==> src/design/i2cm_pkg.sv <==
// ----------------------------------------------------------------------------
// i2cm_pkg
// Shared types and constants of the I2C master register controller.
// ----------------------------------------------------------------------------
package i2cm_pkg;

  localparam int REG_WORDS_DEFAULT = 256;

  // Byte offsets of the registers with side effects.
  localparam logic [9:0] OFF_CR1  = 10'h000;
  localparam logic [9:0] OFF_CR2  = 10'h004;
  localparam logic [9:0] OFF_ICR  = 10'h01C;
  localparam logic [9:0] OFF_RXDR = 10'h024;
  localparam logic [9:0] OFF_TXDR = 10'h028;

  // Word indexes of the registers kept in flip-flops.
  localparam logic [7:0] W_CR1  = 8'd0;
  localparam logic [7:0] W_CR2  = 8'd1;
  localparam logic [7:0] W_ISR  = 8'd6;
  localparam logic [7:0] W_TXDR = 8'd10;

  // CR1 and CR2 bits.
  localparam int B_PE      = 0;
  localparam int B_RDWRN   = 10;
  localparam int B_START   = 13;
  localparam int B_STOP    = 14;
  localparam int B_RELOAD  = 24;
  localparam int B_AUTOEND = 25;
  localparam int NB_LSB    = 16;
  localparam logic [31:0] M_START_STOP = 32'h0000_6000;

  // ISR flags.
  localparam logic [31:0] F_TXE  = 32'h0000_0001;
  localparam logic [31:0] F_TXIS = 32'h0000_0002;
  localparam logic [31:0] F_RXNE = 32'h0000_0004;
  localparam logic [31:0] F_NACK = 32'h0000_0010;
  localparam logic [31:0] F_STOP = 32'h0000_0020;
  localparam logic [31:0] F_TC   = 32'h0000_0040;
  localparam logic [31:0] F_TCR  = 32'h0000_0080;
  localparam logic [31:0] F_BUSY = 32'h0000_8000;

  // Transfer kinds.
  localparam logic [1:0] XF_NONE  = 2'd0;
  localparam logic [1:0] XF_READ  = 2'd1;
  localparam logic [1:0] XF_WRITE = 2'd2;

  // Access classes decided at the front.
  typedef logic [2:0] cls_t;
  localparam cls_t CLS_BAD  = 3'd0;
  localparam cls_t CLS_PRD  = 3'd1;
  localparam cls_t CLS_RXDR = 3'd2;
  localparam cls_t CLS_CR2  = 3'd3;
  localparam cls_t CLS_TXDR = 3'd4;
  localparam cls_t CLS_ICR  = 3'd5;
  localparam cls_t CLS_CR1  = 3'd6;
  localparam cls_t CLS_PWR  = 3'd7;

  typedef struct packed {
    logic        command;
    logic [9:0]  offset;
    logic [2:0]  access_size;
    logic [31:0] write_data;
    logic        target_ack;
    logic [7:0]  target_byte;
  } in_item_t;

  typedef struct packed {
    logic        access_ok;
    logic [31:0] read_data;
    logic        tx_valid;
    logic [7:0]  tx_byte;
    logic [1:0]  transfer_kind;
    logic [6:0]  transfer_addr;
    logic [7:0]  transfer_count;
  } out_item_t;

  typedef struct packed {
    cls_t        cls;
    logic [9:0]  offset;
    logic [2:0]  access_size;
    logic [31:0] write_data;
    logic        target_ack;
    logic [7:0]  target_byte;
  } op_t;

endpackage

==> src/design/i2cm_req_if.sv <==
// ----------------------------------------------------------------------------
// i2cm_req_if
// Access channel into the controller.
// ----------------------------------------------------------------------------
interface i2cm_req_if;
  import i2cm_pkg::*;

  logic     valid;
  logic     ready;
  in_item_t item;

  modport source (output valid, output item, input ready);
  modport sink (input valid, input item, output ready);
endinterface

==> src/design/i2cm_front.sv <==
// ----------------------------------------------------------------------------
// i2cm_front
// Checks the access against the window and classifies it.
// ----------------------------------------------------------------------------
module i2cm_front #(
  parameter int REG_WORDS = i2cm_pkg::REG_WORDS_DEFAULT
) (
  i2cm_req_if.sink         req,
  input  logic             full,
  output logic             push,
  output i2cm_pkg::op_t    op
);
  import i2cm_pkg::*;

  localparam logic [11:0] WIN_BYTES = 12'(REG_WORDS * 4);

  logic [11:0] span;
  logic        ok;
  cls_t        cls;

  assign span = {2'b00, req.item.offset} + {9'b0, req.item.access_size};
  assign ok   = (req.item.access_size != 3'd0) && (req.item.access_size <= 3'd4) &&
                (span <= WIN_BYTES);

  always_comb begin
    if (!ok) begin
      cls = CLS_BAD;
    end else if (!req.item.command) begin
      cls = (req.item.offset == OFF_RXDR) ? CLS_RXDR : CLS_PRD;
    end else if (req.item.offset == OFF_CR2 && req.item.access_size == 3'd4) begin
      cls = CLS_CR2;
    end else if (req.item.offset == OFF_TXDR) begin
      cls = CLS_TXDR;
    end else if (req.item.offset == OFF_ICR && req.item.access_size == 3'd4) begin
      cls = CLS_ICR;
    end else if (req.item.offset == OFF_CR1 && req.item.access_size == 3'd4) begin
      cls = CLS_CR1;
    end else begin
      cls = CLS_PWR;
    end
  end

  assign req.ready = !full;
  assign push      = req.valid && !full;

  assign op.cls         = cls;
  assign op.offset      = req.item.offset;
  assign op.access_size = req.item.access_size;
  assign op.write_data  = req.item.write_data;
  assign op.target_ack  = req.item.target_ack;
  assign op.target_byte = req.item.target_byte;
endmodule

==> src/flat_wrapper.sv <==
// flat-port wrapper written by rule: the top's interface ports become plain ports
module i2cm_front_flat import i2cm_pkg::*;
#(
  parameter int REG_WORDS = i2cm_pkg::REG_WORDS_DEFAULT
)
  (full, push, op, req_valid, req_item, req_ready);
  i2cm_req_if req_i ();
  input  logic full;
  output logic push;
  output i2cm_pkg::op_t op;
  input wire logic [$bits(req_i.valid)-1:0] req_valid;
  input wire logic [$bits(req_i.item)-1:0] req_item;
  output wire logic [$bits(req_i.ready)-1:0] req_ready;
  assign req_i.valid = req_valid;
  assign req_i.item = req_item;
  assign req_ready = req_i.ready;
  i2cm_front #(.REG_WORDS(REG_WORDS)) u_core (.req(req_i), .full(full), .push(push), .op(op));
endmodule
==> config.mk <==
export PLATFORM = sky130hd
export DESIGN_NAME = i2cm_front_flat
export DESIGN_NICKNAME = d
export VERILOG_FILES = /design/src/design/i2cm_pkg.sv /design/src/design/i2cm_req_if.sv /design/src/design/i2cm_front.sv /design/src/flat_wrapper.sv
export SDC_FILE = /design/constraint.sdc
export NUM_CORES = 1
export LEC_CHECK = 0
export ABC_AREA = 1
export BUFFER_PORTS_ARGS = -buffer_cell sky130_fd_sc_hd__buf_2
export CORE_MARGIN = 5
export CORE_UTILIZATION = 28
export DETAILED_ROUTE_END_ITERATION = 6
export PLACE_DENSITY = 0.8
export SYNTH_ARGS = -nofsm -noshare
export SYNTH_HDL_FRONTEND = slang
export SYNTH_SLANG_ARGS = --single-unit
==> constraint.sdc <==
create_clock -name vclk -period 1.2
set_clock_uncertainty 0.1 [all_clocks]
set_input_delay 0.06 -clock vclk [all_inputs]
set_output_delay 0.06 -clock vclk [all_outputs]
set_load 0.03 [all_outputs]
* Yosys cells after proc, flatten, opt, wreduce, memory -nomap -nowiden
Index checks and enable logic that the tools add are counted.
** Word-level totals
- Flip-flop bits (word level) :: 0
- Bits of input ports :: 57
- Output and inout port bits :: 59
- Logic and storage cells :: 24
** Operators by class
- Add/subtract/negate cells :: 1
- Order comparisons :: 2
- Equality and inequality tests :: 5
- Multiplexer cells :: 7
- Reductions and logical operators :: 9
** Operators by type and width (count)
- 10-bit by 6-bit == test with 1-bit output, second input constant :: 2
- 3-bit two-way mux :: 5
- 12-bit by 11-bit <= comparator with 1-bit output, second input constant :: 1
- 10-bit by 3-bit adder with 11-bit output :: 1
- 10-bit by 3-bit == test with 1-bit output, second input constant :: 1
- 10-bit by 5-bit == test with 1-bit output, second input constant :: 1
- 10-bit logical NOT :: 1
- 1-bit logical AND :: 6
- 3-bit == test, second input constant :: 1
- 3-bit <= comparator, second input constant :: 1
- 3-bit nonzero test :: 1
- 2-bit two-way mux :: 1
- 1-bit logical NOT :: 1
- 1-bit two-way mux :: 1

* Depth between registers and ports, before layout
- Depth in word-level cells :: 8
- Mapped depth :: 9
- Gate-level depth less buffers :: 9

* Least setup slack after synthesis
No wires, ideal clock.
- Kind :: input port to output port
- Start point :: input port req_item[41]
- End point :: output port op[55] (netlist bit)
- Arrival time :: 1556 ps
- Data required time :: 1040 ps
- Setup slack :: -516 ps
- Cell stages on the path :: 9
- Buffers on the path :: 0
- Cell sequence :: ha_1 -> fa_1 -> inv_1 -> nand2_1 -> nor2_1 -> nand3_1 -> nand2_2 -> nand2_2 -> a21oi_1
** RTL lines
- start, declared :: RTL line flat_wrapper.sv:12 : input wire logic [$bits(req_i.item)-1:0] req_item;
- end, declared :: RTL line flat_wrapper.sv:10 : output i2cm_pkg::op_t op;

==> flow_metrics.env <==
export IMPL_fin_crit_ns=1.60
export IMPL_synthTopCellsByArea="buf_4, nor2_1, nand2_1"
export IMPL_worst_slew_pin_slew_ns=0.246
export IMPL_grt_ovfl_total=0
export IMPL_rows=19
export IMPL_grt_pass1_vias=593
export IMPL_required_ns=1.04
export IMPL_drv_cap=0
export IMPL_worstPathArrival_ns=1.44
export IMPL_drive_gt1_share_pct=47.5
export IMPL_ant_nets=0
export IMPL_muxShareOfSynthArea_pct=0
export IMPL_drtPass1Iterations=4
export IMPL_portBuffers=34
export IMPL_path_cells="buf_8 -> ha_4 -> fa_1 -> inv_1 -> nand2_1 -> nor2_1 -> nand3_1 -> nand2_2 -> nand2_4 -> a21oi_4 -> buf_6"
export IMPL_layout_nets=182
export IMPL_crit_family="adder cells"
export IMPL_dp_cells=147
export IMPL_yosys_area_share_simple_pct=28.1
export IMPL_finalSetupTns_ns=-1.15
export IMPL_final_cell_mix="buf_2, nor2_1, nand2_1, inv_1"
export IMPL_slew_headroom_pct=83.5
export IMPL_syn_nets=192
export IMPL_fp_dieW_um=62.9
export IMPL_path_class="in2out"
export IMPL_grt_max_degree=7
export IMPL_power_density_mw_per_mm2=414
export IMPL_wl_per_cell_um=10.2
export IMPL_synth_compound_area_share_pct=3.67
export IMPL_placed_cell_area_um2=682
export IMPL_finalNonFillerCells=149
export IMPL_cts_hold_buf=0
export IMPL_yosys_area_share_xor_xnor_pct=0
export IMPL_synth_largest_area_cell="buf_4"
export IMPL_synth_top_area_share_pct=51.7
export IMPL_wl_um=1520
export IMPL_antenna_found_initial=0
export IMPL_num_vias=612
export IMPL_area_growth_pct=-6.22
export IMPL_synth_adder_area_share_pct=8.93
export IMPL_startpoint_type="primary input"
export IMPL_synth_avg_cell_area_um2=6.03
export IMPL_fmax_mhz=626
export IMPL_clkbuf_count=0
export IMPL_ir_drop_mv=0.140
export IMPL_die_area_mm2=0.00396
export IMPL_min_path_type="in2out"
export IMPL_cp_buffers_inverters=3
export IMPL_synth_area_um2=785
export IMPL_setup_viol=3
export IMPL_synth_top_family_by_area="buffers and inverters"
export IMPL_rsz0062_at_grt="yes"
export IMPL_stdcell_area_um2=736
export IMPL_n_antenna_cell=0
export IMPL_ys_warn_count=0
export IMPL_cp_max_fo=2
export IMPL_status="complete, but fails checks"
export IMPL_io_pins=116
export IMPL_core_area_mm2=0.00271
export IMPL_drc=0
export IMPL_holdWs_ns=0.0200
export IMPL_endpoint_kind="output port"
export IMPL_grt_pass1_wl_um=2590
export IMPL_ys_seq_area_share_pct=0
export IMPL_initial_utilization_pct=28.9
export IMPL_drv_slew=0
export IMPL_cpPeakStageDelay_ns=0.42
export IMPL_drt_iter0_drc=29
export IMPL_die_h_um=62.9
export IMPL_slowest_stage="fa_1"
export IMPL_violations="setup timing"
export IMPL_leakagePower_nw=0.403
export IMPL_final_common_cell="buf_2"
export IMPL_fillCellCount=311
export IMPL_via_per_inst=4.11
export IMPL_hold_viol_final=0
export IMPL_globalRouteTotalUtil_pct=7.39
export IMPL_gp_congestion=0.803
export IMPL_dp_hpwl_um=1370
export IMPL_synthDistinctLibCells=16
export IMPL_n_sequential_cell=0
export IMPL_fin_ws_ns=-0.398
export IMPL_syn_inst=130
export IMPL_period_share_pct=133
export IMPL_fin_util_pct=27.1
export IMPL_regArea_um2=0
## synth_stat cells (all sizes together)
master and count:
buf 54, nor2 21, nand2 18, inv 16, nand3 9, ha 4
a21oi 3, o21ai 2, fa 1, nor3 1, or2 1
## metal layers
metal	vias up	global-route usage [%]	wire length, um
li1	319	-	-
met1	255	8.14	558
met2	26	12.6	697
met3	12	2.16	198
met4	0	3.98	66
met5	-	0	0
## cells by family (layout without fill, tap and decap cells)
logic type / Yosys count / in the layout
buf+inv: 70 / 58
simple gates: 50 / 50
fa+ha+maj: 5 / 5
compound gates: 5 / 5
## repair_timing
item,in CTS,in global routing
gates resized for setup,10,2
setup buffers,1,1
endpoints found under the setup margin,3,3
pin swaps,6,1
## final cells by class
| class | instances | area, um^2 | share of cell area (%) |
|---|---|---|---|
| Tap cell | 31 | 38.8 | 5.27 |
| Inverter | 16 | 60.1 | 8.16 |
| Timing Repair Buffer | 42 | 269 | 36.6 |
| Multi-Input combinational cell | 60 | 368 | 50.0 |
## stage by stage
stage          setup WS [ns]  total power [mW]
2_1_floorplan         -0.238             0.463
3_3_place_gp          -0.506             0.281
3_5_place_dp          -0.527             0.285
4_1_cts               -0.422             0.303
5_1_grt               -0.493             0.336
6_report              -0.398             0.305
## power breakdown
| group | leakage [nW] | switching [mW] | internal, mW | total (mW) |
|---|---|---|---|---|
| clock | 0 | 0 | 0 | 0 |
| combinational | 0.403 | 0.183 | 0.122 | 0.305 |
| sequential | 0 | 0 | 0 | 0 |
## worst paths after layout
| check | slack, ns | to | start | cells past startpoint |
|---|---|---|---|---|
| max | -0.40 | op[55] | req_item[44] | 11 |
| min | 0.02 | op[18] | req_item[18] | 0 |
Note: power is estimated with default switching activity, not from simulation.
