File: src/design/i2cm_pkg.sv
// ----------------------------------------------------------------------------
// i2cm_pkg
// Shared types and constants of the I2C master register controller.
// ----------------------------------------------------------------------------
package i2cm_pkg;

  localparam int REG_WORDS_DEFAULT = 256;

  // Byte offsets of the registers with side effects.
  localparam logic [9:0] OFF_CR1  = 10'h000;
  localparam logic [9:0] OFF_CR2  = 10'h004;
  localparam logic [9:0] OFF_ICR  = 10'h01C;
  localparam logic [9:0] OFF_RXDR = 10'h024;
  localparam logic [9:0] OFF_TXDR = 10'h028;

  // Word indexes of the registers kept in flip-flops.
  localparam logic [7:0] W_CR1  = 8'd0;
  localparam logic [7:0] W_CR2  = 8'd1;
  localparam logic [7:0] W_ISR  = 8'd6;
  localparam logic [7:0] W_TXDR = 8'd10;

  // CR1 and CR2 bits.
  localparam int B_PE      = 0;
  localparam int B_RDWRN   = 10;
  localparam int B_START   = 13;
  localparam int B_STOP    = 14;
  localparam int B_RELOAD  = 24;
  localparam int B_AUTOEND = 25;
  localparam int NB_LSB    = 16;
  localparam logic [31:0] M_START_STOP = 32'h0000_6000;

  // ISR flags.
  localparam logic [31:0] F_TXE  = 32'h0000_0001;
  localparam logic [31:0] F_TXIS = 32'h0000_0002;
  localparam logic [31:0] F_RXNE = 32'h0000_0004;
  localparam logic [31:0] F_NACK = 32'h0000_0010;
  localparam logic [31:0] F_STOP = 32'h0000_0020;
  localparam logic [31:0] F_TC   = 32'h0000_0040;
  localparam logic [31:0] F_TCR  = 32'h0000_0080;
  localparam logic [31:0] F_BUSY = 32'h0000_8000;

  // Transfer kinds.
  localparam logic [1:0] XF_NONE  = 2'd0;
  localparam logic [1:0] XF_READ  = 2'd1;
  localparam logic [1:0] XF_WRITE = 2'd2;

  // Access classes decided at the front.
  typedef logic [2:0] cls_t;
  localparam cls_t CLS_BAD  = 3'd0;
  localparam cls_t CLS_PRD  = 3'd1;
  localparam cls_t CLS_RXDR = 3'd2;
  localparam cls_t CLS_CR2  = 3'd3;
  localparam cls_t CLS_TXDR = 3'd4;
  localparam cls_t CLS_ICR  = 3'd5;
  localparam cls_t CLS_CR1  = 3'd6;
  localparam cls_t CLS_PWR  = 3'd7;

  typedef struct packed {
    logic        command;
    logic [9:0]  offset;
    logic [2:0]  access_size;
    logic [31:0] write_data;
    logic        target_ack;
    logic [7:0]  target_byte;
  } in_item_t;

  typedef struct packed {
    logic        access_ok;
    logic [31:0] read_data;
    logic        tx_valid;
    logic [7:0]  tx_byte;
    logic [1:0]  transfer_kind;
    logic [6:0]  transfer_addr;
    logic [7:0]  transfer_count;
  } out_item_t;

  typedef struct packed {
    cls_t        cls;
    logic [9:0]  offset;
    logic [2:0]  access_size;
    logic [31:0] write_data;
    logic        target_ack;
    logic [7:0]  target_byte;
  } op_t;

endpackage

File: src/design/i2cm_queue.sv
// ----------------------------------------------------------------------------
// i2cm_queue
// Two-entry queue of classified accesses between front and back.
// ----------------------------------------------------------------------------
module i2cm_queue (
  input  logic             clk,
  input  logic             rst,
  input  logic             push,
  input  i2cm_pkg::op_t    din,
  output logic             full,
  input  logic             pop,
  output i2cm_pkg::op_t    dout,
  output logic             empty
);
  import i2cm_pkg::*;

  op_t        ent [2];
  logic       wp;
  logic       rp;
  logic [1:0] cnt;

  // Held full during reset so that no item is taken then.
  assign full  = cnt[1] || rst;
  assign empty = (cnt == 2'd0);
  assign dout  = ent[rp];

  always_ff @(posedge clk) begin
    if (push) begin
      ent[wp] <= din;
    end
  end

  always_ff @(posedge clk) begin
    if (rst) begin
      wp  <= 1'b0;
      rp  <= 1'b0;
      cnt <= 2'd0;
    end else begin
      if (push) begin
        wp <= !wp;
      end
      if (pop) begin
        rp <= !rp;
      end
      cnt <= cnt + {1'b0, push} - {1'b0, pop};
    end
  end
endmodule

File: config.mk
export PLATFORM = sky130hd
export DESIGN_NAME = i2cm_queue
export DESIGN_NICKNAME = d
export VERILOG_FILES = /design/src/design/i2cm_pkg.sv /design/src/design/i2cm_queue.sv
export SDC_FILE = /design/constraint.sdc
export NUM_CORES = 1
export LEC_CHECK = 0
export CAP_MARGIN = 20
export CORE_ASPECT_RATIO = 1.5
export CORE_MARGIN = 4
export CORE_UTILIZATION = 45
export CTS_BUF_LIST = sky130_fd_sc_hd__clkbuf_16
export DETAILED_ROUTE_END_ITERATION = 16
export DONT_BUFFER_PORTS = 1
export PLACE_DENSITY_LB_ADDON = 0.3
export SLEW_MARGIN = 20
export SYNTH_ARGS = -nofsm -noshare
export SYNTH_HDL_FRONTEND = slang
export SYNTH_SLANG_ARGS = --single-unit
File: constraint.sdc
create_clock -name clk -period 5.2 [get_ports clk]
set_clock_uncertainty 0.05 [all_clocks]
set_input_delay 1.04 -clock clk [delete_from_list [all_inputs] [get_ports clk]]
set_output_delay 1.04 -clock clk [all_outputs]
set_load 0.05 [all_outputs]
### Word-level counts from Yosys, hierarchy flattened

Memory sizes are Yosys's and may differ from the RTL's. A register that Yosys moved wholly into a read port is not among the register bits.
Index checks and enable logic that the tools add are counted.

| operators by class | value |
|---|---|
| add/subtract/negate cells | 2 |
| muxes and demuxes | 4 |
| reduce and logical (&&, ||, !) cells | 4 |

Operators with widths:

| operator | number |
|---|---|
| 2-to-1 mux 1 bit | 4 |
| adder 2 x 1 -> 2 bit | 1 |
| zero test 1 bit | 2 |
| zero test 2 bit | 1 |
| subtractor 2 x 1 -> 2 bit | 1 |
| logical OR 1 bit | 1 |

| storage, ports and cells | value |
|---|---|
| bits in registers | 4 |
| memory bits (writable) | 114 |
| input port bits | 61 |
| output and inout bits | 59 |
| word-level logic and storage cells | 14 |
| memories kept | 1 |

Memories:

| memory | depth | bits a word | rd ports | clocked after Yosys merged registers in | wr ports | line | RTL |
|---|---|---|---|---|---|---|---|
| ent | 2 | 57 | 1 | 1 | 1 | i2cm_queue.sv:17 | `op_t ent [2];` |

### Longest topological paths before layout

Gate-level depths: netlist of run 1.

| logic depth | value |
|---|---|
| word-level depth | 3 |
| mapped depth | 6 |
| gate-level depth less buffers | 6 |

### Least setup slack after synthesis of run 1

Ideal clock, no wire load.

| path | value |
|---|---|
| path kind | input -> register |
| start point | in push |
| end point | mem ent[0][0] in the netlist's numbering (enable) |
| setup time | 0.479 ns |
| data arrival time | 3.555 ns |
| data required time | 4.671 ns |
| path slack | 1.116 ns |
| cell stages on the path | 1 |
| buffers on the path | 0 |
| cells stage by stage | nor2b_1 |

| on the way | value |
|---|---|
| word-level cells in the longest chain between the ends | 2 |

RTL lines:

| item | line | RTL |
|---|---|---|
| from (decl) | i2cm_queue.sv:8 | `input logic push,` |
| 2-to-1 mux 1 bit | i2cm_queue.sv:28 | `if (push) begin` |
| 2-to-1 mux 1 bit (implied by the code) | i2cm_queue.sv:29 | `ent[wp] <= din;` |
| to (decl) | i2cm_queue.sv:17 |  |

No other way between the ends.

==> results of run 1 <==
==> kinds of logic (layout without fill, tap and decap cells) <==
group | Yosys count | count (layout)
DFF | 119 | 119
muxes | 57 | 57
and+or+nand+nor | 9 | 9
buffers and inverters | 8 | 36
xor gates and xnor gates | 3 | 3
adders and majority gates | 2 | 2
==> through the flow <==
| stage | area, um^2 | setup slack (ns) | power, mW | utilization (%) | hold WS [ns] |
|---|---|---|---|---|---|
| 2_1_floorplan | 4450 | 1.12 | 1.48 | - | 0.430 |
| 3_3_place_gp | 4570 | 2.54 | 1.51 | 47.1 | 0.445 |
| 3_5_place_dp | 4570 | 2.53 | 1.51 | 47.1 | 0.458 |
| 4_1_cts | 5120 | 2.11 | 2.57 | 52.8 | 0.474 |
| 5_1_grt | 5120 | 2.07 | 2.64 | 52.8 | 0.519 |
| 6_report | 5120 | 2.17 | 2.54 | 52.8 | 0.463 |
==> layout make-up <==
type	instances	area [um^2]
Sequential cell	119	3530
Clock inverter	15	125
Clock buffer	17	425
Tap cell	115	144
Multi-Input combinational cell	71	872
Fill cell	756	4570
Timing Repair Buffer	2	15.0
Inverter	2	7.51
==> path summary, 6_finish.rpt <==
path	end	slack, ns	cells after the start	startpoint
worst max-delay path	dout[18]	2.17	1	flop
worst min-delay path	flop	0.46	2	rp
worst max register to register	ent[1][26]	3.26	2	wp
worst min register to register	flop	0.46	2	rp
==> layout by cell type, fill, tap and decap left out, types with 2 or more instances in the layout <==
master	netlist	layout
edfxtp_1	114	114
nor2_1	5	5
clkinv_2	0	4
clkbuf_16	0	17
mux2_2	27	27
ha_1	2	2
mux2_4	30	30
dfxtp_1	5	4
inv_1	2	5
buf_4	0	2
bufinv_16	0	2
xnor2_1	2	2
clkinv_1	0	3
clkinvlp_4	0	3
==> sequential cells by signal, indices dropped and copies added (netlist names), named ones only <==
signal  flops
rp          1
cnt         2
ent       114
wp          1
==> metal layers <==
metal / vias up / share of wire (%) / routed length (um)
met3: 17 / 9.3 / 654
met5: - / 0 / 0
met4: 0 / 3.3 / 228
met1: 853 / 32 / 2250
li1: 807 / - / -
met2: 78 / 55 / 3880
==> power by group <==
part | switching [mW] | total (mW) | internal (mW)
registers | 0.0355 | 1.16 | 1.12
logic | 0.243 | 0.329 | 0.0860
clock network | 0.372 | 1.06 | 0.688
==> results.sh, run 1 <==
export IMPL_critPathMaxFanout=57
export IMPL_synth_commonest_cells="edfxtp_1, mux2_4, mux2_2"
export IMPL_h_tree_depth=4
export IMPL_syn_cell_area_um2=4450
export IMPL_cts_root_buf="clkbuf_16"
export IMPL_yosys_warnings=0
export IMPL_place_congestion=0.681
export IMPL_grt_antenna_before_repair=0
export IMPL_syn_area_per_cell_um2=22.5
export IMPL_drtIter0Drc=110
export IMPL_ys_types=14
export IMPL_min_period_over_period_pct=58.2
export IMPL_drt_wl_total_um=7010
export IMPL_finalNonFillerCells=341
export IMPL_cp_arrival_ns=1.94
export IMPL_crit_buf_inv=0
export IMPL_grt_util_met3_pct=6.70
export IMPL_required_ns=4.11
export IMPL_synth_edff_count=114
export IMPL_p_leak_nw=1.79
export IMPL_synth_xor_area_share_pct=0.900
export IMPL_dr_pass1_iters=4
export IMPL_route_detailed_drc=0
export IMPL_layout_min_cycle_time_ns=3.03
export IMPL_antenna_cells=0
export IMPL_grtUsageMet2_pct=21.0
export IMPL_ctsResizeCount=0
export IMPL_grt_util_met1_pct=11.8
export IMPL_numCtsBuffers=17
export IMPL_cts_sinks=119
export IMPL_clk_latency_ns=0.40
export IMPL_synthTopCellsByArea="edfxtp_1, mux2_4, mux2_2"
export IMPL_cpMaxStageDelayCell="dfxtp_4"
export IMPL_syn2layout_area_growth_pct=15.0
export IMPL_synthSimpleGateAreaFrac_pct=0.984
export IMPL_place_hpwl_um=4520
export IMPL_rsz0062_at_grt="false"
export IMPL_io_pins=120
export IMPL_rows=44
export IMPL_crit_chain="mux2_2"
export IMPL_synthArstFlopShare_pct=0
export IMPL_fmax_mhz=330
export IMPL_maxCapViolations=0
export IMPL_ys_seq_elements=119
export IMPL_p_per_area_nw_per_um2=497
export IMPL_critPathCaptureType="primary output"
export IMPL_postRouteAntennaNets=0
export IMPL_clk_pin_slew_ns=0.05
export IMPL_grt_remaining_overflow=0
export IMPL_seq_area_frac_synth_pct=79.2
export IMPL_dp_cells=309
export IMPL_cts_tree="built"
export IMPL_status="finished, final reports clean"
export IMPL_cts_buffer_depth=2
export IMPL_crit_type="reg -> out"
export IMPL_fin_setup_tns_ns=0
export IMPL_grt_max_degree=58
export IMPL_ir_drop_v=0.000321
export IMPL_yosys_area_share_adder_pct=0.562
export IMPL_drv_slew=0
export IMPL_worst_pin_slew_ns=0.934
export IMPL_wl_per_cell_um=20.6
export IMPL_synth_top_family_by_area="multiplexers"
export IMPL_syn_num_nets=261
export IMPL_finalSetupViolations=0
export IMPL_via_per_inst=5.15
export IMPL_holdCritPathClass="reg -> reg"
export IMPL_nets=276
export IMPL_synth_ff_type="edfxtp_1"
export IMPL_postCtsSetupBuffers=0
export IMPL_die_h_um=130
export IMPL_grt_pass1_vias=1880
export IMPL_vias=1755
export IMPL_critPathMaxStageDelay_ns=0.96
export IMPL_synth_area_mux_share_pct=17.0
export IMPL_syn_inst=198
export IMPL_timing_hold_violations_final=0
export IMPL_synth_compound_area_share_pct=0
export IMPL_track_usage_pct=12.6
export IMPL_cts_hold_buf=0
export IMPL_grt_pass1_wl_um=10200
export IMPL_initial_core_util_pct=45.9
export IMPL_synth_top_cell_area_share_pct=76.9
export IMPL_synth_area_leader_cell="edfxtp_1"
export IMPL_dieArea_um2=11600
export IMPL_busiest_layer="met2"
export IMPL_drive_gt1_share_pct=39.4
export IMPL_port_buffers=0
export IMPL_die_x_um=89.2
export IMPL_core_area_um2=9690
export IMPL_path_delay_family="flip-flops"
export IMPL_startpoint_type="flop"
export IMPL_slew_headroom_pct=37.7
export IMPL_yosysMostFrequentCell="edfxtp_1"
Power figures use the tool's default switching activity.
==> run 2, diff against run 1 <==
==> constraint.sdc (replaced) <==
create_clock -name clk -period 2.8 [get_ports clk]
set_clock_uncertainty 0.05 [all_clocks]
set_input_delay 0.56 -clock clk [delete_from_list [all_inputs] [get_ports clk]]
set_output_delay 0.56 -clock clk [all_outputs]
set_load 0.05 [all_outputs]
==> run 2 against run 1 <==
Against the previous run: first-iteration DRC count down 13%; cell count increased by 1.2%; non-clock buffer count is 4 higher; hold slack got worse by 0.29 ns; clock-buffer cell count unchanged; global-route usage about the same; design area is 1.0% higher; utilization grew 0.53 points; register-to-register slack worse by 2.0 ns; wire length shrank 0.19%; critical path type unchanged; largest cell class unchanged.
==> results.sh, run 2 (synthesis gave the netlist of run 1 again) <==
export IMPL_fmax_mhz=420
export IMPL_syn2layout_area_growth_pct=16.1
export IMPL_grt_antenna_before_repair=0
export IMPL_finalNonFillerCells=345
export IMPL_h_tree_depth=4
export IMPL_slew_headroom_pct=40.5
export IMPL_cts_hold_buf=0
export IMPL_ff2ff_path_depth=2
export IMPL_die_h_um=130
export IMPL_maxCapViolations=0
export IMPL_startpoint_type="flop"
export IMPL_endpoint="dout[8]"
export IMPL_finalSetupViolations=0
export IMPL_p_leak_nw=1.82
export IMPL_cts_buffer_depth=2
export IMPL_route_detailed_drc=0
export IMPL_layout_commonest_cell="edfxtp_1"
export IMPL_port_buffers=0
export IMPL_clk_latency_ns=0.39
export IMPL_dr_pass1_iters=4
export IMPL_track_usage_pct=12.6
export IMPL_postCtsSetupBuffers=0
export IMPL_via_per_inst=5.16
export IMPL_r2r_end="ent[1][55]"
export IMPL_hold_path_startpoint="rst"
export IMPL_ctsResizeCount=0
export IMPL_min_period_over_period_pct=85.1
export IMPL_grt_pass1_vias=2005
export IMPL_cts_tree="built"
export IMPL_reg2reg_slack_ns=1.26
export IMPL_cts_root_buf="clkbuf_16"
export IMPL_wl_per_cell_um=20.3
export IMPL_crit_type="reg -> out"
export IMPL_p_per_area_nw_per_um2=914
export IMPL_critPathCaptureType="primary output"
export IMPL_final_area_um2=5170
export IMPL_grt_remaining_overflow=0
export IMPL_grt_max_degree=32
export IMPL_die_x_um=89.2
export IMPL_fin_setup_tns_ns=0
export IMPL_timing_hold_violations_final=0
export IMPL_drt_wl_total_um=7000
export IMPL_worst_pin_slew_ns=0.889
export IMPL_grt_pass1_wl_um=10300
export IMPL_largest_reg_flops=114
export IMPL_vias=1780
export IMPL_nets=280
export IMPL_clk_pin_slew_ns=0.05
export IMPL_rr_startpoint="wp"
export IMPL_numCtsBuffers=17
export IMPL_cp_arrival_ns=1.77
export IMPL_drv_slew=0
export IMPL_ir_drop_v=0.000767
export IMPL_io_pins=120
export IMPL_initial_core_util_pct=45.9
export IMPL_dp_cells=313
export IMPL_fillers=766
export IMPL_dpl_cell_area_um2=4620
export IMPL_place_hpwl_um=4720
export IMPL_rsz0062_at_grt="false"
export IMPL_drtIter0Drc=96
export IMPL_drive_gt1_share_pct=40.0
export IMPL_layout_min_cycle_time_ns=2.38
export IMPL_critPathMaxFanout=21
export IMPL_final_cell_mix="edfxtp_1, mux2_4, mux2_2, clkbuf_16"
export IMPL_holdCritPathClass="in -> reg"
export IMPL_required_ns=2.19
export IMPL_regMostFlops="ent"
export IMPL_antenna_cells=0
export IMPL_status="finished, final reports clean"
export IMPL_dieArea_um2=11600
export IMPL_core_area_um2=9690
export IMPL_top_regs="ent x114, cnt x2"
export IMPL_rows=44
export IMPL_postRouteAntennaNets=0
export IMPL_place_congestion=0.727
export IMPL_cts_sinks=119
run 2: cell count changes in the layout (fill, tap and decap cells not counted):
cell	change
clkinvlp_4	-1
clkinv_1	+1
buf_4	+2
buf_12	+2
run 2: layout make-up:
| cell class | count | area [um^2] | area share [%] |
|---|---|---|---|
| clock inverter | 15 | 121 | 2.35 |
| tap | 115 | 144 | 2.78 |
| timing repair buffer | 6 | 70.1 | 1.36 |
| clock buffer | 17 | 425 | 8.23 |
| inverter | 2 | 7.51 | 0.145 |
| sequential | 119 | 3530 | 68.3 |
| multi-input combinational | 71 | 872 | 16.9 |
run 2: worst max-delay path, stage by stage (launching register included):
cell     delay [ns]
dfxtp_4        0.57
buf_4          0.32
mux2_2         0.49
run 2: metrics by stage:
stage	worst slack (ns)	total power [mW]	util (%)	hold WS, ns
floorplan	0.261	2.75	-	0.430
global placement	0.786	2.81	47.7	0.444
detailed placement	0.795	2.82	47.7	0.461
CTS	0.362	4.78	53.3	0.154
global route	0.322	4.89	53.3	0.160
finish	0.416	4.72	53.3	0.175
run 2: worst min-delay path by stage:
stage / slack [ns] / to / cells past startpoint
after floorplan: 0.43 / flop / 2
after global placement: 0.44 / rp / 2
after detailed placement: 0.46 / flop / 2
after CTS: 0.15 / flop / 1
after global routing: 0.16 / rp / 1
final: 0.17 / flop / 1
run 2: routing by layer:
| layer | GRT usage (%) | up-vias | part of all wire (%) |
|---|---|---|---|
| met5 | 0 | - | 0 |
| met1 | 11.5 | 869 | 32 |
| met3 | 6.51 | 15 | 9.8 |
| li1 | - | 813 | - |
| met2 | 21.7 | 83 | 55 |
| met4 | 7.45 | 0 | 3.3 |
run 2: power by group:
| group | leakage, nW | internal [mW] | switching (mW) |
|---|---|---|---|
| Clock | 0.276 | 1.27 | 0.676 |
| Combinational | 0.428 | 0.170 | 0.477 |
| Sequential | 1.11 | 2.08 | 0.0435 |
==> run 3, diff against run 2 <==
==> constraint.sdc (replaced) <==
create_clock -name clk -period 2.8 [get_ports clk]
set_clock_uncertainty 0.05 [all_clocks]
set_input_delay 0.56 -clock clk [delete_from_list [all_inputs] [get_ports clk]]
set_output_delay 0.56 -clock clk [all_outputs]
set_load 0.005 [all_outputs]
==> run 3 against run 2 <==
Against the previous run: fmax increased by 3.3%; wire length decreased by 1.6%; largest power group unchanged; register-to-register slack gained 0.04 ns; non-clock buffer count shrank 1; cell count is 0.29% lower; sequential power about the same; sequential share of layout area down 0.44 points; clock power is 7% higher; total power is 4.4% lower; first-iteration DRC count decreased by 8.3%.
==> results.sh, run 3 (synthesis gave the netlist of run 1 again) <==
export IMPL_track_usage_pct=12.3
export IMPL_drt_wl_total_um=6880
export IMPL_fin_ws_ns=0.492
export IMPL_p_per_area_nw_per_um2=868
export IMPL_h_tree_depth=4
export IMPL_nets=279
export IMPL_preCtsSetupSlack_ns=0.883
export IMPL_grt_max_degree=33
export IMPL_postRouteAntennaNets=0
export IMPL_reg2reg_slack_ns=1.30
export IMPL_required_ns=2.19
export IMPL_grt_antenna_before_repair=0
export IMPL_die_h_um=130
export IMPL_maxCapViolations=0
export IMPL_rr_startpoint="wp"
export IMPL_grt_remaining_overflow=0
export IMPL_grt_pass1_wl_um=10000
export IMPL_worst_pin_slew_ns=0.431
export IMPL_finalNonFillerCells=344
export IMPL_drtIter0Drc=88
export IMPL_syn2layout_area_growth_pct=16.9
export IMPL_timing_hold_violations_final=0
export IMPL_min_period_over_period_pct=82.4
export IMPL_ff2ff_path_depth=2
export IMPL_place_hpwl_um=4590
export IMPL_finalSetupViolations=0
export IMPL_power_mw=4.52
export IMPL_cts_root_buf="clkbuf_16"
export IMPL_numCtsBuffers=17
export IMPL_r2r_end="ent[1][55]"
export IMPL_cts_sinks=119
export IMPL_layout_min_cycle_time_ns=2.31
export IMPL_multi_input_comb_area_um2=872
export IMPL_cp_arrival_ns=1.70
export IMPL_via_per_inst=5.21
export IMPL_holdWs_ns=0.172
export IMPL_antenna_cells=0
export IMPL_dpl_cell_area_um2=4610
export IMPL_critPathMaxFanout=32
export IMPL_dp_cells=312
export IMPL_final_cell_mix="edfxtp_1, mux2_4, mux2_2, clkbuf_16, nor2_1"
export IMPL_layout_commonest_cell="edfxtp_1"
export IMPL_ff_latch_area_um2=3530
export IMPL_dieArea_um2=11600
export IMPL_fin_setup_tns_ns=0
export IMPL_dr_pass1_iters=4
export IMPL_critPathMaxStageDelay_ns=0.60
export IMPL_rows=44
export IMPL_vias=1793
export IMPL_endpoint="dout[22]"
export IMPL_route_detailed_drc=0
export IMPL_port_buffers=0
export IMPL_regMostFlops="ent"
export IMPL_cts_hold_buf=0
export IMPL_clk_latency_ns=0.40
export IMPL_fmax_mhz=433
export IMPL_critPathCaptureType="primary output"
export IMPL_postCtsSetupBuffers=0
export IMPL_crit_chain="buf_12 -> mux2_2"
export IMPL_core_area_um2=9690
export IMPL_slew_headroom_pct=71.2
export IMPL_crit_type="reg -> out"
export IMPL_p_leak_nw=1.82
export IMPL_status="finished, final reports clean"
export IMPL_drive_gt1_share_pct=41.5
export IMPL_initial_core_util_pct=45.9
export IMPL_drv_slew=0
export IMPL_rsz0062_at_grt="false"
export IMPL_final_area_um2=5200
export IMPL_ctsResizeCount=0
export IMPL_cpMaxStageDelayCell="dfxtp_4"
export IMPL_ir_drop_v=0.000533
export IMPL_largest_reg_flops=114
export IMPL_cts_tree="built"
export IMPL_top_regs="ent x114, cnt x2"
export IMPL_wl_per_cell_um=20.0
export IMPL_final_core_util_pct=53.7
export IMPL_fillers=756
export IMPL_cts_buffer_depth=2
export IMPL_clk_pin_slew_ns=0.05
export IMPL_die_x_um=89.2
export IMPL_place_congestion=0.689
export IMPL_io_pins=120
export IMPL_startpoint_type="flop"
export IMPL_holdCritPathClass="in -> reg"
export IMPL_grt_pass1_vias=1952
## run 3: where the power goes
part	switching, mW	internal, mW
combinational	0.139	0.157
clock	0.713	1.38
sequential	0.0444	2.08
total	0.896	3.62
## run 3: how the worst min path moves through the flow
| stage | slack [ns] | start | to | cells after the start |
|---|---|---|---|---|
| finish | 0.17 | rst | flop | 1 |
| global route | 0.15 | rst | flop | 1 |
| CTS | 0.15 | rst | flop | 1 |
| detailed placement | 0.45 | rp | flop | 2 |
| global placement | 0.44 | rp | flop | 2 |
| floorplan | 0.43 | rp | flop | 2 |
## run 3: worst max-delay path: cells and delay by family (launching register included)
| family | cells | cell delay, ns |
|---|---|---|
| flops | 1 | 0.60 |
| buf+inv | 1 | 0.29 |
| mux | 1 | 0.38 |
## run 3: layout make-up
class,instances,area share [%]
inverter,2,0.144
tap,115,2.77
clock buffer,17,8.18
clock inverter,15,3.13
timing repair buffer,5,1.20
multi-input combinational,71,16.8
sequential,119,67.8
## run 3: metal layers
metal	vias to the layer above	wire, um	global-route usage, %
met5	-	0	0
met3	14	612	6.44
met4	0	189	7.19
met2	74	3930	21.0
met1	892	2150	11.4
li1	813	-	-
